--- src/hdl/pmip_pkg.sv ---
package pmip_pkg;

  localparam int MaxWidthDef  = 256;
  localparam int MaxHeightDef = 256;
  localparam int NumTypesDef  = 16;

  localparam logic signed [31:0] EmptyMark = 32'sh8000_0000;

  // Register indexes
  localparam logic [2:0] RegRowX   = 3'd0;
  localparam logic [2:0] RegRowY   = 3'd1;
  localparam logic [2:0] RegRowW   = 3'd2;
  localparam logic [2:0] RegRatioX = 3'd3;
  localparam logic [2:0] RegRatioY = 3'd4;
  localparam logic [2:0] RegWidth  = 3'd5;
  localparam logic [2:0] RegHeight = 3'd6;
  localparam logic [2:0] RegMask   = 3'd7;

  localparam logic [0:0] ModeSplat = 1'b0;
  localparam logic [0:0] ModeRead  = 1'b1;

  typedef enum logic [3:0] {
    ST_IDLE,
    ST_CLEAR,
    ST_MUL,
    ST_SUM,
    ST_DIV,
    ST_PIX,
    ST_ADDR,
    ST_RD,
    ST_WR,
    ST_OUT
  } pmip_state_t;

  // Controller to datapath
  typedef struct packed {
    logic load;       // capture input item
    logic clr_step;   // one entry of the clearing pass
    logic mul;        // multiply stage
    logic sum;        // sum stage
    logic div_start;  // start the dividers
    logic pix;        // pixel scale stage
    logic addr;       // address and bounds stage
    logic mem_rd;     // memory read
    logic mem_wr;     // write back and form result
  } pmip_cmd_t;

  // Datapath to controller
  typedef struct packed {
    logic clr_done;
    logic div_done;
    logic drop;   // item needs no projection result (inactive or w zero)
    logic is_read;
  } pmip_sts_t;

endpackage

--- src/hdl/pmip_ctrl.sv ---
module pmip_ctrl
  import pmip_pkg::*;
(
  input  logic      clk,
  input  logic      rst_n,
  input  pmip_sts_t sts,
  output pmip_cmd_t cmd,
  input  logic      in_valid,
  output logic      in_ready,
  output logic      out_valid,
  input  logic      out_ready
);

  pmip_state_t state_r, state_nxt;

  // Next state
  always_comb begin
    state_nxt = state_r;
    unique case (state_r)
      ST_CLEAR: if (sts.clr_done) state_nxt = ST_IDLE;
      ST_IDLE:  if (in_valid) state_nxt = ST_MUL;
      ST_MUL:   state_nxt = sts.is_read ? ST_ADDR : ST_SUM;
      ST_SUM:   state_nxt = ST_DIV;
      ST_DIV:   if (sts.drop) state_nxt = ST_WR;
                else if (sts.div_done) state_nxt = ST_PIX;
      ST_PIX:   state_nxt = ST_ADDR;
      ST_ADDR:  state_nxt = ST_RD;
      ST_RD:    state_nxt = ST_WR;
      ST_WR:    state_nxt = ST_OUT;
      ST_OUT:   if (out_ready) state_nxt = ST_IDLE;
      default:  state_nxt = ST_IDLE;
    endcase
  end

  // Outputs
  logic div_go_r;
  always_comb begin
    cmd = '0;
    in_ready = 1'b0;
    out_valid = 1'b0;
    unique case (state_r)
      ST_CLEAR: cmd.clr_step = 1'b1;
      ST_IDLE:  begin in_ready = 1'b1; cmd.load = in_valid; end
      ST_MUL:   cmd.mul = 1'b1;
      ST_SUM:   cmd.sum = 1'b1;
      ST_DIV:   cmd.div_start = !div_go_r;
      ST_PIX:   cmd.pix = 1'b1;
      ST_ADDR:  cmd.addr = 1'b1;
      ST_RD:    cmd.mem_rd = 1'b1;
      ST_WR:    cmd.mem_wr = 1'b1;
      ST_OUT:   out_valid = 1'b1;
      default: ;
    endcase
  end

  // Hold off division done until the dividers have started
  logic div_wait_r;
  always_ff @(posedge clk) begin
    if (!rst_n) begin
      state_r <= ST_CLEAR; div_go_r <= 1'b0; div_wait_r <= 1'b0;
    end else begin
      div_go_r <= (state_r == ST_DIV);
      div_wait_r <= cmd.div_start;
      state_r <= (state_r == ST_DIV && (cmd.div_start || div_wait_r) && !sts.drop)
                 ? ST_DIV : state_nxt;
    end
  end

  assert property (@(posedge clk) disable iff (!rst_n)
    in_ready |-> !out_valid) else $error("accept while result pending");
  assert property (@(posedge clk) disable iff (!rst_n)
    (out_valid && !out_ready) |=> out_valid) else $error("result dropped");
  assert property (@(posedge clk) disable iff (!rst_n)
    cmd.mem_wr |=> out_valid) else $error("result not presented");

endmodule
--- config.mk ---
export PLATFORM = sky130hd
export DESIGN_NAME = pmip_ctrl
export DESIGN_NICKNAME = d
export VERILOG_FILES = /design/src/hdl/pmip_pkg.sv /design/src/hdl/pmip_ctrl.sv
export SDC_FILE = /design/constraint.sdc
export NUM_CORES = 1
export LEC_CHECK = 0
export BUFFER_PORTS_ARGS = -buffer_cell sky130_fd_sc_hd__buf_2
export CAP_MARGIN = 20
export CORE_AREA = 2 2 39 41
export CTS_CLUSTER_SIZE = 24
export DETAILED_ROUTE_END_ITERATION = 16
export DIE_AREA = 0 0 41 43
export SLEW_MARGIN = 5
export SYNTH_ARGS = -nofsm -noshare
export SYNTH_HDL_FRONTEND = slang
export SYNTH_SLANG_ARGS = --single-unit
--- constraint.sdc ---
create_clock -name clk -period 3.4 [get_ports clk]
set_clock_uncertainty 0.15 [all_clocks]
set_input_delay 0.34 -clock clk [delete_from_list [all_inputs] [get_ports clk]]
set_output_delay 0.34 -clock clk [all_outputs]
set_load 0.02 [all_outputs]
==> impl_metrics.ini <==
[yosys]
netlist.area_leader.share_pct = 29.4
syn_nets = 66
synth_area_leaders = dfxtp_1 29%, nand2b_1 9.2%, nor2_1 8.3%, nor3_1 6.1%, a21oi_1 3.7%
synthCells = 58
synth_top_cell_by_area = dfxtp_1
syn_area_um2 = 409
yosysSeqAreaShare_pct = 29.4
synth-seq-cells = 6
synthDistinctLibCells = 24
yosysWarningCount = 0
synth.avg_cell_area_um2 = 7.05

[sta]
worst_pin_slew_ns = 0.469
rsz0062_at_grt = no
hold_viol_final = 0
drv_slew = 0
fin_crit_ns = 2.09
fin_crit_sh_pct = 61.6
fmax_mhz = 478
maxSlewHeadroom_pct = 68.7
finalSetupViolations = 0
tns_ns = 0

[setup_path]
critical_path_arrival_ns = 1.60
crit_chain = or4b_4, nor2_1, buf_2
crit_fanout = 14
worstSetupPathType = flop to output pin
rr_worst_depth = 3
required_ns = 2.91
reg2reg_from = state_r[2]
startpoint = state_r[2]
cp-end-kind = output pin
start_kind = flop
reg2reg_slack_ns = 1.52
slowest_delay_ns = 0.54
crit_slowest_cell = dfxtp_1
r2r-end = state_r[1]
critPathCapture = cmd[4]

[clock_network]
cts_buffers = 3
cts_tree = done
clk_pin_slew_worst_paths_ns = 0.05
clock_latency_ns = 0.24
htree_levels = 1
cts_resized = 0
cts_setup_buffers = 0
ctsHoldBuffers = 0
cts.sinks = 6
cts_buffer_depth = 2
cts_root_buf = clkbuf_4

[layout]
areaGrowthSynthToFinish_pct = 28.4
final_nets = 85
layout_commonest_cell = buf_2
diodes = 0
final_cell_mix = 18 x buf_2, 9 x nor2_1, 6 x nand2b_1, 6 x dfxtp_1, 5 x nor3_1
finalInstanceArea_um2 = 526
drive_gt1_share_pct = 29.3

[global_routing]
first_global_vias = 374
grt_max_degree = 15
globalRouteOverflowTotal = 0
grt_usage_pct = 12.7
antenna_found_initial = 0
grt_pass1_wl_um = 1550

[placement]
hpwl_um = 717
io_buffers = 18
dpl_cell_area_um2 = 503
place.gp.congestion = 0.757

[floorplan]
rows = 14
die_x_um = 41
io_pins = 19
dieArea_mm2 = 0.00176
start_util_pct = 29.6
core_mm2 = 0.00138
dieHeight_um = 43

[drt]
top_layer = met3
remaining_drc_errors = 0
route.met3.wl_um = 49
dr.pass1.iters = 4
dr_wl_met2_um = 479
ant_nets = 0
via_per_inst = 5.03
wirelength_um = 992
drt_first_iter_violations = 6
vias = 458
wl_per_cell_um = 10.9
wl_met1_um = 464

[power]
p_seq_share_pct = 40.9
p_comb_share_pct = 29.5
switching_share_pct = 34.8
power_uw = 221
p_leak_nw = 0.242
pwr-share-clk_pct = 29.6
power.ir.vdd_worst_v = 0.000134
power.switching_uw = 76.9
powerDensity_mw_per_mm2 = 420
power.internal_uw = 144

[run_status]
status = completed

[flow_run]
cap_viol_max_count = 0

[worst_hold_path]
hp-class = primary input to flop
-- worst max-delay path: cells and delay by family (launching register included) --
family                 cells  cell delay, ns
buffers and inverters      1            0.17
DFF                        1            0.54
and+or+nand+nor            2            0.64
-- synthesized netlist by cell type --
| library cell | count |
|---|---|
| nor2_1 | 9 |
| dfxtp_1 | 6 |
| nand2b_1 | 6 |
| nor3_1 | 5 |
| nand2_1 | 4 |
| a21oi_1 | 3 |
| clkbuf_1 | 3 |
| inv_1 | 2 |
| nand3_1 | 2 |
| nor2b_1 | 2 |
| nor4_1 | 2 |
| o21ai_0 | 2 |
| a31o_1 | 1 |
| and2_1 | 1 |
| and3_1 | 1 |
| buf_2 | 1 |
| mux2i_1 | 1 |
| nand3b_1 | 1 |
| nor4b_1 | 1 |
| o22ai_1 | 1 |
| o311a_1 | 1 |
| o31ai_1 | 1 |
| or4b_4 | 1 |
| xnor2_1 | 1 |
-- flip-flops by register name, summed over array words and instances, names as in the netlist --
register / flops
state_r: 4
div_go_r: 1
div_wait_r: 1
-- through the flow --
step | hold slack [ns] | setup WS, ns | cells | utilization [%]
final | 0.224 | 1.31 | 91 | 38.0
after global routing | 0.254 | 1.22 | 91 | 38.0
after CTS | 0.221 | 1.31 | 91 | 38.0
after detailed placement | 0.289 | 1.54 | 88 | 36.3
after global placement | 0.283 | 1.58 | 88 | 36.3
after floorplan | 0.263 | 1.27 | 58 | -
-- cell type report --
class,count,area (µm²)
Inverter,2,7.51
Timing Repair Buffer,18,90.1
Sequential cell,6,120
Tap cell,16,20.0
Fill cell,151,858
Clock buffer,3,22.5
Multi-Input combinational cell,46,265
-- how the worst min path moves through the flow --
stage | start | end | slack, ns | depth (start not counted)
floorplan | div_go_r | div_wait_r | 0.26 | 1
global placement | div_go_r | div_wait_r | 0.28 | 1
detailed placement | div_go_r | div_wait_r | 0.29 | 1
CTS | rst_n | state_r[0] | 0.22 | 3
global route | rst_n | state_r[0] | 0.25 | 3
finish | rst_n | state_r[0] | 0.22 | 3
-- power by group through the flow --
stage | Clock, mW | Sequential [mW] | Combinational, mW
after floorplan | 0 | 0.0802 | 0.0567
after global placement | 0 | 0.0908 | 0.0650
after detailed placement | 0 | 0.0913 | 0.0654
after CTS | 0.0674 | 0.0900 | 0.0658
after global routing | 0.0719 | 0.0918 | 0.0730
final | 0.0653 | 0.0904 | 0.0652
-- routing by layer --
metal  up-vias  GRT usage [%]
met5         -              0
met4         0           6.00
met3         0           3.14
met2        16           18.4
met1       205           16.7
li1        237              -
-- cells by family (layout without fill, tap and decap cells) --
group	after synthesis	count (layout)	synth area share [%]
compound gates	9	9	14.1
xor+xnor	1	1	2.14
simple gates	35	35	46.2
flops	6	6	29.4
mux	1	1	2.45
buf+inv	6	23	5.81
(Power assumes the default switching activity.)
